File: src/rtl/gwd_pkg.sv
// shared types, constants and helpers of the grid warp dispatcher
package gwd_pkg;

	// default parameter values
	localparam int          MAX_WARP_LANES_DEF = 32;
	localparam int          WARP_ID_BITS_DEF   = 10;
	localparam int          BLOCK_ID_BITS_DEF  = 16;
	localparam logic [32:0] MEMORY_BYTES_DEF   = 33'd67108864;

	// configuration register indexes
	localparam int CFG_IDX_BITS = 3;
	localparam logic [CFG_IDX_BITS-1:0] REG_GRID_X  = 3'd0;
	localparam logic [CFG_IDX_BITS-1:0] REG_GRID_Y  = 3'd1;
	localparam logic [CFG_IDX_BITS-1:0] REG_GRID_Z  = 3'd2;
	localparam logic [CFG_IDX_BITS-1:0] REG_BLOCK_X = 3'd3;
	localparam logic [CFG_IDX_BITS-1:0] REG_BLOCK_Y = 3'd4;
	localparam logic [CFG_IDX_BITS-1:0] REG_BLOCK_Z = 3'd5;
	localparam logic [CFG_IDX_BITS-1:0] REG_LANES   = 3'd6;
	localparam logic [CFG_IDX_BITS-1:0] REG_PC      = 3'd7;

	// result status codes, in check priority order
	typedef enum logic [2:0] {
		ST_OK        = 3'd0,
		ST_DISABLED  = 3'd1,
		ST_BAD_PC    = 3'd2,
		ST_ZERO_DIM  = 3'd3,
		ST_BAD_WARP  = 3'd4,
		ST_THREADS   = 3'd5,
		ST_WARPS     = 3'd6,
		ST_BLOCKS    = 3'd7
	} status_code_t;

	// controller states
	typedef enum logic [2:0] {
		S_IDLE,
		S_CHK1,
		S_CHK2,
		S_CHK3,
		S_FIRST,
		S_RUN
	} state_t;

	// controller to datapath
	typedef struct packed {
		logic         mul_en;
		logic         launch;
		logic         issue;
		logic         load_err;
		status_code_t err_code;
	} cmd_t;

	// datapath to controller
	typedef struct packed {
		status_code_t check_code;
		logic         issue_last;
		logic         slot_free;
	} stat_t;

	// bit position of a one-hot warp width
	function automatic logic [2:0] lane_shift(input logic [7:0] w);
		logic [2:0] sh;
		sh = 3'd0;
		for (int i = 0; i < 8; i++) begin
			if (w[i]) begin
				sh = 3'(i);
			end
		end
		return sh;
	endfunction

endpackage

File: src/rtl/grid_warp_dispatcher.sv
// grid warp dispatcher: checks a kernel launch and hands out warps block by block
// sequence: a disabled request loads its error on acceptance; else two multiply stages and
//   one evaluate state load a check error or launch; first warp issue waits for a free slot
// throughput: one warp per cycle in a running launch, while requests arrive and a slot is free
// reset: arst_n clears the launch and result valid; config registers take their defaults
module grid_warp_dispatcher #(
	parameter int          MAX_WARP_LANES = gwd_pkg::MAX_WARP_LANES_DEF,
	parameter int          WARP_ID_BITS   = gwd_pkg::WARP_ID_BITS_DEF,
	parameter int          BLOCK_ID_BITS  = gwd_pkg::BLOCK_ID_BITS_DEF,
	parameter logic [32:0] MEMORY_BYTES   = gwd_pkg::MEMORY_BYTES_DEF
) (
	input  logic                             clk,
	input  logic                             arst_n,
	input  logic                             cfg_wr_en,
	input  logic [gwd_pkg::CFG_IDX_BITS-1:0] cfg_index,
	input  logic [31:0]                      cfg_data,
	input  logic                             in_valid,
	output logic                             in_ready,
	input  logic                             device_enabled,
	output logic                             out_valid,
	input  logic                             out_ready,
	output logic [2:0]                       status,
	output logic [15:0]                      block_coord_x,
	output logic [15:0]                      block_coord_y,
	output logic [15:0]                      block_coord_z,
	output logic [15:0]                      block_number,
	output logic [9:0]                       warp_number,
	output logic [31:0]                      first_thread,
	output logic [31:0]                      active_lanes,
	output logic [31:0]                      warp_pc,
	output logic                             last_warp
);

	gwd_pkg::cmd_t  cmd;
	gwd_pkg::stat_t st;

	// sequencer
	gwd_ctrl u_ctrl (
		.clk            (clk),
		.arst_n         (arst_n),
		.in_valid       (in_valid),
		.in_ready       (in_ready),
		.device_enabled (device_enabled),
		.st             (st),
		.cmd            (cmd)
	);

	// datapath
	gwd_datapath #(
		.MAX_WARP_LANES (MAX_WARP_LANES),
		.WARP_ID_BITS   (WARP_ID_BITS),
		.BLOCK_ID_BITS  (BLOCK_ID_BITS),
		.MEMORY_BYTES   (MEMORY_BYTES)
	) u_datapath (
		.clk           (clk),
		.arst_n        (arst_n),
		.cfg_wr_en     (cfg_wr_en),
		.cfg_index     (cfg_index),
		.cfg_data      (cfg_data),
		.cmd           (cmd),
		.st            (st),
		.out_valid     (out_valid),
		.out_ready     (out_ready),
		.status        (status),
		.block_coord_x (block_coord_x),
		.block_coord_y (block_coord_y),
		.block_coord_z (block_coord_z),
		.block_number  (block_number),
		.warp_number   (warp_number),
		.first_thread  (first_thread),
		.active_lanes  (active_lanes),
		.warp_pc       (warp_pc),
		.last_warp     (last_warp)
	);

	// a result is only written into a free slot
	a_load_free: assert property (@(posedge clk) disable iff (!arst_n)
		(cmd.issue || cmd.load_err) |-> st.slot_free)
		else $error("result written over an untaken transaction");

	// issue and error never load together
	a_load_excl: assert property (@(posedge clk) disable iff (!arst_n)
		!(cmd.issue && cmd.load_err))
		else $error("warp issue and error load in the same cycle");

	// an error load shows up as a last, non-ok result
	a_err_out: assert property (@(posedge clk) disable iff (!arst_n)
		cmd.load_err |=> (out_valid && last_warp && status != gwd_pkg::ST_OK))
		else $error("error result not presented as final");

	// a launch is followed by its first warp issue before any new request
	a_launch_issue: assert property (@(posedge clk) disable iff (!arst_n)
		cmd.launch |=> !in_ready)
		else $error("request taken before first warp of launch");

endmodule

File: src/rtl/gwd_ctrl.sv
// launch sequencer: check steps, first warp and warp issue per request
module gwd_ctrl (
	input  logic          clk,
	input  logic          arst_n,
	input  logic          in_valid,
	output logic          in_ready,
	input  logic          device_enabled,
	input  gwd_pkg::stat_t st,
	output gwd_pkg::cmd_t  cmd
);

	gwd_pkg::state_t state_q, state_d;

	// state register
	always_ff @(posedge clk or negedge arst_n) begin
		if (!arst_n) begin
			state_q <= gwd_pkg::S_IDLE;
		end else begin
			state_q <= state_d;
		end
	end

	// next state and commands
	always_comb begin
		state_d      = state_q;
		in_ready     = 1'b0;
		cmd.mul_en   = 1'b0;
		cmd.launch   = 1'b0;
		cmd.issue    = 1'b0;
		cmd.load_err = 1'b0;
		cmd.err_code = gwd_pkg::ST_OK;
		unique case (state_q)
			gwd_pkg::S_IDLE: begin
				in_ready = st.slot_free;
				if (in_valid && st.slot_free) begin
					if (!device_enabled) begin
						cmd.load_err = 1'b1;
						cmd.err_code = gwd_pkg::ST_DISABLED;
					end else begin
						state_d = gwd_pkg::S_CHK1;
					end
				end
			end
			gwd_pkg::S_CHK1: begin
				cmd.mul_en = 1'b1;
				state_d    = gwd_pkg::S_CHK2;
			end
			gwd_pkg::S_CHK2: begin
				cmd.mul_en = 1'b1;
				state_d    = gwd_pkg::S_CHK3;
			end
			gwd_pkg::S_CHK3: begin
				if (st.check_code != gwd_pkg::ST_OK) begin
					cmd.load_err = 1'b1;
					cmd.err_code = st.check_code;
					state_d      = gwd_pkg::S_IDLE;
				end else begin
					cmd.launch = 1'b1;
					state_d    = gwd_pkg::S_FIRST;
				end
			end
			gwd_pkg::S_FIRST: begin
				// the starting request is already taken, issue its warp
				if (st.slot_free) begin
					cmd.issue = 1'b1;
					state_d   = st.issue_last ? gwd_pkg::S_IDLE : gwd_pkg::S_RUN;
				end
			end
			gwd_pkg::S_RUN: begin
				in_ready = st.slot_free;
				if (in_valid && st.slot_free) begin
					cmd.issue = 1'b1;
					if (st.issue_last) begin
						state_d = gwd_pkg::S_IDLE;
					end
				end
			end
			default: begin
				state_d = gwd_pkg::S_IDLE;
			end
		endcase
	end

endmodule

File: src/rtl/gwd_datapath.sv
// configuration registers, launch check, grid walk counters and result register
module gwd_datapath #(
	parameter int          MAX_WARP_LANES = gwd_pkg::MAX_WARP_LANES_DEF,
	parameter int          WARP_ID_BITS   = gwd_pkg::WARP_ID_BITS_DEF,
	parameter int          BLOCK_ID_BITS  = gwd_pkg::BLOCK_ID_BITS_DEF,
	parameter logic [32:0] MEMORY_BYTES   = gwd_pkg::MEMORY_BYTES_DEF
) (
	input  logic                              clk,
	input  logic                              arst_n,
	input  logic                              cfg_wr_en,
	input  logic [gwd_pkg::CFG_IDX_BITS-1:0]  cfg_index,
	input  logic [31:0]                       cfg_data,
	input  gwd_pkg::cmd_t                     cmd,
	output gwd_pkg::stat_t                    st,
	output logic                              out_valid,
	input  logic                              out_ready,
	output logic [2:0]                        status,
	output logic [15:0]                       block_coord_x,
	output logic [15:0]                       block_coord_y,
	output logic [15:0]                       block_coord_z,
	output logic [15:0]                       block_number,
	output logic [9:0]                        warp_number,
	output logic [31:0]                       first_thread,
	output logic [31:0]                       active_lanes,
	output logic [31:0]                       warp_pc,
	output logic                              last_warp
);

	// counters at least as wide as the result fields they feed
	localparam int WW = (WARP_ID_BITS > 10) ? WARP_ID_BITS : 10;
	localparam int LW = (BLOCK_ID_BITS > 16) ? BLOCK_ID_BITS : 16;

	logic [15:0] grid_x_q, grid_y_q, grid_z_q;
	logic [15:0] blk_x_q, blk_y_q, blk_z_q;
	logic [7:0]  lanes_q;
	logic [31:0] pc_q;

	// configuration writes
	always_ff @(posedge clk or negedge arst_n) begin
		if (!arst_n) begin
			grid_x_q <= 16'd1;
			grid_y_q <= 16'd1;
			grid_z_q <= 16'd1;
			blk_x_q  <= 16'd1;
			blk_y_q  <= 16'd1;
			blk_z_q  <= 16'd1;
			lanes_q  <= 8'd32;
			pc_q     <= 32'd0;
		end else if (cfg_wr_en) begin
			unique case (cfg_index)
				gwd_pkg::REG_GRID_X:  grid_x_q <= cfg_data[15:0];
				gwd_pkg::REG_GRID_Y:  grid_y_q <= cfg_data[15:0];
				gwd_pkg::REG_GRID_Z:  grid_z_q <= cfg_data[15:0];
				gwd_pkg::REG_BLOCK_X: blk_x_q  <= cfg_data[15:0];
				gwd_pkg::REG_BLOCK_Y: blk_y_q  <= cfg_data[15:0];
				gwd_pkg::REG_BLOCK_Z: blk_z_q  <= cfg_data[15:0];
				gwd_pkg::REG_LANES:   lanes_q  <= cfg_data[7:0];
				gwd_pkg::REG_PC:      pc_q     <= cfg_data;
				default: ;
			endcase
		end
	end

	// size products, one multiply per stage
	logic [31:0] blk_prod_q, grid_prod_q;
	logic [47:0] threads_q, blocks_q;

	always_ff @(posedge clk) begin
		if (cmd.mul_en) begin
			blk_prod_q  <= blk_x_q * blk_y_q;
			grid_prod_q <= grid_x_q * grid_y_q;
			threads_q   <= blk_prod_q * blk_z_q;
			blocks_q    <= grid_prod_q * grid_z_q;
		end
	end

	// launch check
	logic                  pc_bad, dim_zero, lanes_bad;
	logic [32:0]           warp_sum, warps_pb;
	gwd_pkg::status_code_t check_code;

	always_comb begin
		pc_bad    = {1'b0, pc_q} >= MEMORY_BYTES;
		dim_zero  = (grid_x_q == 16'd0) || (grid_y_q == 16'd0) || (grid_z_q == 16'd0) ||
		            (blk_x_q == 16'd0) || (blk_y_q == 16'd0) || (blk_z_q == 16'd0);
		lanes_bad = (lanes_q == 8'd0) || (lanes_q > 8'(MAX_WARP_LANES)) ||
		            ((lanes_q & (lanes_q - 8'd1)) != 8'd0);
		warp_sum  = {1'b0, threads_q[31:0]} + {25'd0, lanes_q} - 33'd1;
		warps_pb  = warp_sum >> gwd_pkg::lane_shift(lanes_q);
		if (pc_bad) begin
			check_code = gwd_pkg::ST_BAD_PC;
		end else if (dim_zero) begin
			check_code = gwd_pkg::ST_ZERO_DIM;
		end else if (lanes_bad) begin
			check_code = gwd_pkg::ST_BAD_WARP;
		end else if (threads_q[47:32] != 16'd0) begin
			check_code = gwd_pkg::ST_THREADS;
		end else if (warps_pb > (33'd1 << WARP_ID_BITS)) begin
			check_code = gwd_pkg::ST_WARPS;
		end else if (blocks_q > (48'd1 << BLOCK_ID_BITS)) begin
			check_code = gwd_pkg::ST_BLOCKS;
		end else begin
			check_code = gwd_pkg::ST_OK;
		end
	end

	// launch snapshot and walk state
	logic [15:0]   run_gx_q, run_gy_q, run_gz_q;
	logic [7:0]    run_lanes_q;
	logic [31:0]   run_pc_q, tpb_q, base_q, rem_q;
	logic [WW-1:0] warp_q, warp_last_q;
	logic [LW-1:0] lin_q;
	logic [15:0]   x_q, y_q, z_q;

	logic        warp_end, x_end, y_end, z_end, walk_last;
	logic [7:0]  n_active;
	logic [31:0] mask;

	always_comb begin
		warp_end  = warp_q == warp_last_q;
		x_end     = ({1'b0, x_q} + 17'd1) == {1'b0, run_gx_q};
		y_end     = ({1'b0, y_q} + 17'd1) == {1'b0, run_gy_q};
		z_end     = ({1'b0, z_q} + 17'd1) == {1'b0, run_gz_q};
		walk_last = warp_end && x_end && y_end && z_end;
		n_active  = (rem_q < {24'd0, run_lanes_q}) ? rem_q[7:0] : run_lanes_q;
		mask      = (n_active >= 8'd32) ? '1 : 32'((33'd1 << n_active) - 33'd1);
	end

	always_ff @(posedge clk or negedge arst_n) begin
		if (!arst_n) begin
			run_gx_q    <= 16'd0;
			run_gy_q    <= 16'd0;
			run_gz_q    <= 16'd0;
			run_lanes_q <= 8'd0;
			run_pc_q    <= 32'd0;
			tpb_q       <= 32'd0;
			warp_last_q <= '0;
			warp_q      <= '0;
			lin_q       <= '0;
			base_q      <= 32'd0;
			rem_q       <= 32'd0;
			x_q         <= 16'd0;
			y_q         <= 16'd0;
			z_q         <= 16'd0;
		end else if (cmd.launch) begin
			run_gx_q    <= grid_x_q;
			run_gy_q    <= grid_y_q;
			run_gz_q    <= grid_z_q;
			run_lanes_q <= lanes_q;
			run_pc_q    <= pc_q;
			tpb_q       <= threads_q[31:0];
			warp_last_q <= WW'(warps_pb - 33'd1);
			warp_q      <= '0;
			lin_q       <= '0;
			base_q      <= 32'd0;
			rem_q       <= threads_q[31:0];
			x_q         <= 16'd0;
			y_q         <= 16'd0;
			z_q         <= 16'd0;
		end else if (cmd.issue) begin
			// next warp, or next block with x fastest
			if (!warp_end) begin
				warp_q <= warp_q + WW'(1);
				base_q <= base_q + {24'd0, run_lanes_q};
				rem_q  <= rem_q - {24'd0, run_lanes_q};
			end else begin
				warp_q <= '0;
				base_q <= 32'd0;
				rem_q  <= tpb_q;
				// linear block number restarts after the final block
				lin_q  <= walk_last ? '0 : lin_q + LW'(1);
				if (!x_end) begin
					x_q <= x_q + 16'd1;
				end else begin
					x_q <= 16'd0;
					if (!y_end) begin
						y_q <= y_q + 16'd1;
					end else begin
						y_q <= 16'd0;
						if (!z_end) begin
							z_q <= z_q + 16'd1;
						end else begin
							z_q <= 16'd0;
						end
					end
				end
			end
		end
	end

	// result register
	logic out_valid_q;

	always_ff @(posedge clk or negedge arst_n) begin
		if (!arst_n) begin
			out_valid_q <= 1'b0;
		end else if (cmd.issue || cmd.load_err) begin
			out_valid_q <= 1'b1;
		end else if (out_ready) begin
			out_valid_q <= 1'b0;
		end
	end

	always_ff @(posedge clk) begin
		if (cmd.issue) begin
			status        <= gwd_pkg::ST_OK;
			block_coord_x <= x_q;
			block_coord_y <= y_q;
			block_coord_z <= z_q;
			block_number  <= lin_q[15:0];
			warp_number   <= warp_q[9:0];
			first_thread  <= base_q;
			active_lanes  <= mask;
			warp_pc       <= run_pc_q;
			last_warp     <= walk_last;
		end else if (cmd.load_err) begin
			status        <= cmd.err_code;
			block_coord_x <= 16'd0;
			block_coord_y <= 16'd0;
			block_coord_z <= 16'd0;
			block_number  <= 16'd0;
			warp_number   <= 10'd0;
			first_thread  <= 32'd0;
			active_lanes  <= 32'd0;
			warp_pc       <= 32'd0;
			last_warp     <= 1'b1;
		end
	end

	assign out_valid     = out_valid_q;
	assign st.check_code = check_code;
	assign st.issue_last = walk_last;
	assign st.slot_free  = !out_valid_q || out_ready;

endmodule
File: config.mk
export PLATFORM = sky130hd
export DESIGN_NAME = grid_warp_dispatcher
export DESIGN_NICKNAME = d
export VERILOG_FILES = /design/src/rtl/gwd_pkg.sv /design/src/rtl/grid_warp_dispatcher.sv /design/src/rtl/gwd_ctrl.sv /design/src/rtl/gwd_datapath.sv
export SDC_FILE = /design/constraint.sdc
export NUM_CORES = 2
export LEC_CHECK = 0
export BUFFER_PORTS_ARGS = -buffer_cell sky130_fd_sc_hd__buf_4
export CORE_UTILIZATION = 59
export CTS_CLUSTER_SIZE = 25
export DETAILED_ROUTE_END_ITERATION = 8
export HOLD_SLACK_MARGIN = 0.06
export PLACE_DENSITY = 0.75
export SLEW_MARGIN = 20
export SYNTH_ARGS = -nofsm -noshare
export SYNTH_HDL_FRONTEND = slang
export SYNTH_SLANG_ARGS = --single-unit
File: constraint.sdc
create_clock -name clk -period 7.8 [get_ports clk]
set_clock_uncertainty 0.2 [all_clocks]
set_input_delay 0.39 -clock clk [delete_from_list [all_inputs] [get_ports clk]]
set_output_delay 0.39 -clock clk [all_outputs]
set_load 0.05 [all_outputs]
=== Word-level counts from Yosys, hierarchy flattened ===
Index checks and enable logic that the tools add are counted.

* Add/sub/neg operators: 15
* Multipliers: 4
* $lt $le $gt $ge: 6
* Equal/unequal tests: 21
* Shift operators: 2
* Multiplexer cells: 77
* Bitwise gates (word level): 1
* Reduce and logical (&&, ||, !) cells: 46

{| class="wikitable"
|+ Operators by type and width
! operator !! number
|-
| 16-bit 2-to-1 mux || 24
|-
| 32-bit 2-to-1 mux || 11
|-
| 16-bit zero test || 6
|-
| 32-bit by 16-bit multiplier with 48-bit output || 2
|-
| 16-bit by 1-bit adder with 16-bit output, second input constant || 4
|-
| 16-bit by 16-bit multiplier with 32-bit output || 2
|-
| 16-bit by 1-bit adder with 17-bit output, second input constant || 3
|-
| 17-bit by 16-bit equality test with 1-bit output || 3
|-
| 3-bit 2-to-1 mux || 17
|-
| 10-bit 2-to-1 mux || 5
|-
| 48-bit by 17-bit greater-than comparator with 1-bit output, second input constant || 1
|-
| 32-bit by 8-bit adder with 33-bit output || 1
|-
| 33-bit by 11-bit greater-than comparator with 1-bit output, second input constant || 1
|-
| 33-bit by 3-bit >> shifter with 33-bit output || 1
|-
| 33-bit by 1-bit subtractor with 33-bit output, second input constant || 1
|-
| 32-bit by 8-bit adder with 32-bit output || 1
|-
| 32-bit by 27-bit >= comparator with 1-bit output, second input constant || 1
|-
| 32-bit by 8-bit < comparator with 1-bit output || 1
|-
| 1-bit by 8-bit << shifter with 32-bit output, first input constant || 1
|-
| 32-bit by 1-bit subtractor with 32-bit output, second input constant || 1
|-
| 32-bit by 8-bit subtractor with 32-bit output || 1
|-
| 3-bit equality test, second input constant || 6
|-
| 3-bit case mux with 6 select lines || 1
|-
| 2-bit AND reduction || 9
|-
| 30 further kinds || 68
|}

* Flip-flop bits (word level): 742
* Input port bits: 41
* Output and inout bits: 176
* Logic and storage cells: 210

=== Depth between registers and ports, before layout ===
* Depth after elaboration: 19
* Depth in mapped cells: 29
* Mapped depth without buffers: 27

=== Modules after synthesis ===
From an unflattened synthesis, not the netlist that was laid out.

* Cell total of the unflattened synthesis: 8786
* Area total of the unflattened synthesis: 84358.4 µm²

{| class="wikitable"
|+ Modules (own cells, without submodules)
! module !! instances !! cells each !! area an instance (µm²) !! sequential area each (µm²)
|-
| gwd_datapath || 1 || 8754 || 84103.2 || 20143.1
|-
| gwd_ctrl || 1 || 32 || 255.2 || 75.1
|}

=== Worst setup path before layout ===
OpenSTA, ideal clock, no wires.

* Path kind: reg2reg
* Start point: reg u_datapath.lanes_q[1]
* End point: reg u_datapath.out_valid_q (netlist: u_datapath.out_valid)
* Library setup time: 0.091 ns
* Arrival: 8.269 ns
* Data required time: 7.509 ns
* Setup slack: -0.760 ns
* Stages on the path, launching flop included: 19
* Buffers on the path: 0
* Period minus slack after synthesis: 8.560 ns
* Cell sequence: dfrtp_1 -> inv_1 -> ha_1 -> inv_1 -> ha_1 -> fa_1 -> a211o_1 -> a21boi_1 -> or3_1 -> a211o_1 -> a21oi_1 -> or3_1 -> a31oi_1 -> a211oi_1 -> o32ai_2 -> nor3_1 -> a21oi_1 -> nand2b_1 -> or2_2

* Longest elaborated chain between the ends: 19
* Elaborated cells on any way between the ends: 29
* Those cells by class: 3 x add/sub; 2 x order compare; 1 x shift; 15 x mux; 1 x bitwise; 7 x reduce/logical

{| class="wikitable"
|+ Ends and longest elaborated chain
! what !! RTL line !! RTL
|-
| start: declaration || gwd_datapath.sv:35 || <nowiki>logic [7:0] lanes_q;</nowiki>
|-
| start signal: assignment || gwd_datapath.sv:57 || <nowiki>gwd_pkg::REG_LANES: lanes_q <= cfg_data[7:0];</nowiki>
|-
| branches (longest 11 deep; another with 32-bit by 8-bit adder with 33-bit output) || - ||
|-
| 3-bit 2-to-1 mux * || gwd_datapath.sv:94 || <nowiki>end else if (lanes_bad) begin</nowiki>
|-
| 3-bit 2-to-1 mux * || gwd_datapath.sv:92 || <nowiki>end else if (dim_zero) begin</nowiki>
|-
| 3-bit 2-to-1 mux * || gwd_datapath.sv:90 || <nowiki>if (pc_bad) begin</nowiki>
|-
| 3-bit nonzero test * || gwd_ctrl.sv:53 || <nowiki>if (st.check_code != gwd_pkg::ST_OK) begin</nowiki>
|-
| 4-bit 2-to-1 mux * || gwd_ctrl.sv:53 ||
|-
| 4-bit case mux with 2 select lines * || gwd_ctrl.sv:32 || <nowiki>unique case (state_q)</nowiki>
|-
| 1-bit logical OR * || gwd_datapath.sv:197 || <nowiki>end else if (cmd.issue || cmd.load_err) begin</nowiki>
|-
| 1-bit 2-to-1 mux or 2-bit nonzero test (tied branches) || - ||
|-
| end signal: assignment || gwd_datapath.sv:196 || <nowiki>out_valid_q <= 1'b0;</nowiki>
|-
| end signal: assignment || gwd_datapath.sv:198 || <nowiki>out_valid_q <= 1'b1;</nowiki>
|-
| end signal: assignment || gwd_datapath.sv:200 || <nowiki>out_valid_q <= 1'b0;</nowiki>
|-
| end: declaration || gwd_datapath.sv:192 || <nowiki>logic out_valid_q;</nowiki>
|}

Mark *: on every way between the ends.
A chain may end at the register's enable or synchronous reset.

=== Worst setup path in the final report ===
* Start point: reg u_datapath.grid_prod_q[8]
* End point: reg u_datapath.blocks_q[45], data pin

* Longest elaborated chain between the ends: 1

{| class="wikitable"
|+ Ends and longest elaborated chain
! what !! RTL line !! RTL
|-
| start: declaration || gwd_datapath.sv:65 || <nowiki>logic [31:0] blk_prod_q, grid_prod_q;</nowiki>
|-
| start signal: assignment || gwd_datapath.sv:71 || <nowiki>grid_prod_q <= grid_x_q * grid_y_q;</nowiki>
|-
| 32-bit by 16-bit multiplier with 48-bit output || gwd_datapath.sv:73 || <nowiki>blocks_q <= grid_prod_q * grid_z_q;</nowiki>
|-
| end signal: assignment || gwd_datapath.sv:73 ||
|-
| end: declaration || gwd_datapath.sv:66 || <nowiki>logic [47:0] threads_q, blocks_q;</nowiki>
|}

No other way between the ends.

==> out/results.ini <==
[setup_path]
crit_fanout = 11
critPathArrivalTime_ns = 7.79
r2r_end = u_datapath.blocks_q[45]
required_ns = 8.04
r2r_slack_ns = 0.25
worstSetupStartpointType = register
r2r_start = u_datapath.grid_prod_q[8]
crit_type = reg2reg
r2r_cells = 26
crit_path_end_kind = register

[logic_synthesis]
syn_inst = 8667
ys_types = 97
synth_edf_count = 331
synth_area_mm2 = 0.0840
synth.yosys.seq_area_share_pct = 24.1
async_flop_share_pct = 55.0
synth.most_common_cell = inv_1
ys.flop_type = dfrtp_1
synth_top_area_share_pct = 29.2
synthTopCellsByCount = inv_1 (1361), fa_1 (1227), nand2_1 (1193), and2_1 (733), ha_1 (511)
synth_fp_nets = 10446
yosysTopAreaCell = fa_1
ys_top_cells_by_area = fa_1 (29%), dfrtp_1 (12%), edfxtp_1 (12%), ha_1 (7.6%), inv_1 (6.1%)
yosysWarnings = 0
ys_seq_elements = 742
synth_area_per_cell_um2 = 9.70

[drt]
wire_per_inst_um = 21.5
vias = 63358
ant_nets = 0
drc = 0
drt_first_pass_iters = 6
drtIter0Drc = 5636
viasPerCell = 5.87
drt-total-wl_um = 232000

[floorplan]
die-area_mm2 = 0.144
boundaryPins = 217
die_h_um = 379
placementRows = 138
die_w_um = 379
core_area_mm2 = 0.141
start_util_pct = 59.4

[place]
dp_cells = 10560
port_buffers = 216
gp_congestion = 0.964
hpwl_um = 177000
dp_slack_ns = -0.0124

[sta]
worst_slew_pin_slew_ns = 1.19
period_minus_slack_ns = 7.55
fin_ws_ns = 0.246
finalSetupViolCount = 0
slew_headroom_pct = 20.2
hold_violations = 0
max_freq_mhz = 132
finalMaxSlewViolations = 0
final.period_utilization_pct = 96.8

[cts]
cts_root_buffer = clkbuf_16
htree_levels = 3
numCtsBuffers = 84
clock_latency_ns = 0.74
cts.clk_slew.worst_paths_ns = 0.07
cts_sinks = 742
clock_path_buffers = 3
cts_tree = yes

[worst_hold_path]
worst_hold_path.num_cells = 3
min_from = cfg_index[2]
min_to = u_datapath.blk_y_q[4]
hold_path.class = in2reg

[grt]
grt_max_degree = 155
first_global_vias = 66150
grt.total_usage_pct = 33.1
grt_pass1_wl_um = 367000
gr-total-overflow = 0
grt_antenna_before_repair = 11

[layout]
instances_no_fill = 10800
fillers = 11101
finalNetCount = 10611
reg_top3 = u_datapath.blocks_q: 48 flops, u_datapath.threads_q: 48 flops
drive_above_1_share_pct = 10.2
areaGrowthSynthToFinish_pct = 9.47

[run]
max_cap_viol_count = 0

[outcome]
status = finished, final reports clean

==> metrics by stage <==
step | util (%) | hold WS, ns | cell area [um^2] | TNS [ns]
after global routing | 65.0 | 0.117 | 92000 | -0.0237
after global placement | 62.4 | 0.232 | 88200 | 0
after CTS | 64.7 | 0.0743 | 91600 | 0
after detailed placement | 62.4 | 0.226 | 88200 | -0.0241
after floorplan | - | -0.106 | 84000 | 0
final | 65.0 | 0.112 | 92000 | 0
==> what timing repair did <==
item                                    in CTS  in global routing
hold endpoints to repair                   211                  0
pin swaps                                    0                  5
gates resized for setup                      4                 37
endpoints found under the setup margin       5                 18
buffers inserted                             0                 35
hold buffers                                41                  0
==> worst max-delay path by stage <==
stage,from,to
floorplan,u_datapath.grid_z_q[1],u_datapath.blocks_q[46]
global placement,u_datapath.blk_prod_q[7],u_datapath.threads_q[46]
detailed placement,u_datapath.blk_z_q[6],u_datapath.threads_q[47]
CTS,u_datapath.grid_z_q[2],u_datapath.blocks_q[45]
global route,u_datapath.grid_prod_q[8],u_datapath.blocks_q[45]
finish,u_datapath.grid_prod_q[8],u_datapath.blocks_q[45]
==> critical path, cell delays in order, from the launching register on <==
cell and delay (ns):
edfxtp_1 0.59, nand2_1 0.15, fa_1 0.50, inv_1 0.06, fa_1 0.53, inv_1 0.06
fa_1 0.49, fa_1 0.54, inv_1 0.05, fa_1 0.48, inv_1 0.05, fa_1 0.47
inv_1 0.05, ha_1 0.35, and3_1 0.22, o311a_1 0.25, nor3_1 0.08, buf_4 0.16
or4_1 0.55, a21oi_1 0.19, nand3_1 0.14, a31oi_2 0.26, a211oi_1 0.15, nor3b_1 0.37
nor2_1 0.09, o21bai_1 0.16, xor2_1 0.09
==> per-layer routing <==
| layer | GRT usage [%] | routed length (um) | share of wire (%) | vias up |
|---|---|---|---|---|
| met4 | 13.7 | 10100 | 4.4 | 4 |
| met1 | 43.4 | 91500 | 39 | 31907 |
| met5 | 0 | 31 | 0.013 | - |
| li1 | - | - | - | 27993 |
| met2 | 53.0 | 108000 | 46 | 2917 |
| met3 | 7.58 | 22400 | 9.7 | 537 |
==> kinds of logic (layout without fill, tap and decap cells) <==
logic type / Yosys count / after routing / synth area share, %
xor+xnor: 278 / 278 / 2.90
compound gates: 969 / 969 / 7.48
fa+ha+maj: 1738 / 1738 / 36.8
mux: 296 / 296 / 3.91
buf+inv: 1812 / 2049 / 8.23
flops: 742 / 742 / 24.1
simple gates: 2832 / 2832 / 16.6
other cells: 0 / 6 / 0
==> final cells by class <==
cell class / instances / area (um^2) / share of cell area (%)
multi-input cells: 6113 / 57100 / 62.1
flip-flops and latches: 742 / 20200 / 22.0
inverters: 1361 / 5110 / 5.55
repair buffers: 530 / 4250 / 4.62
well taps: 1890 / 2360 / 2.57
clock buffers: 101 / 2240 / 2.43
clock inverters: 57 / 672 / 0.730
diodes: 6 / 15.0 / 0.0163
==> placed cells by master, fill, tap and decap left out, types with 39 or more instances in the layout <==
master and n:
nand4_1 39, nand3_1 99, dlygate4sd3_1 41, inv_1 1361
nand2_1 1193, xor2_1 90, nor2_1 286, fa_1 1227
dfrtp_1 390, buf_4 472, and3_1 73, nor3_1 107
edfxtp_1 331, clkbuf_16 85, o21ai_0 188, and2_1 734
a21oi_1 296, xnor2_1 188, ha_1 510, a211oi_1 48
mux2_1 87, a21o_1 70, mux2_2 173, o21a_1 44
nor4_1 68, a31oi_1 40
Power is left out: the tool's default activity adds up to more than one toggle a clock period on the data nets, which glitch-free logic cannot reach.
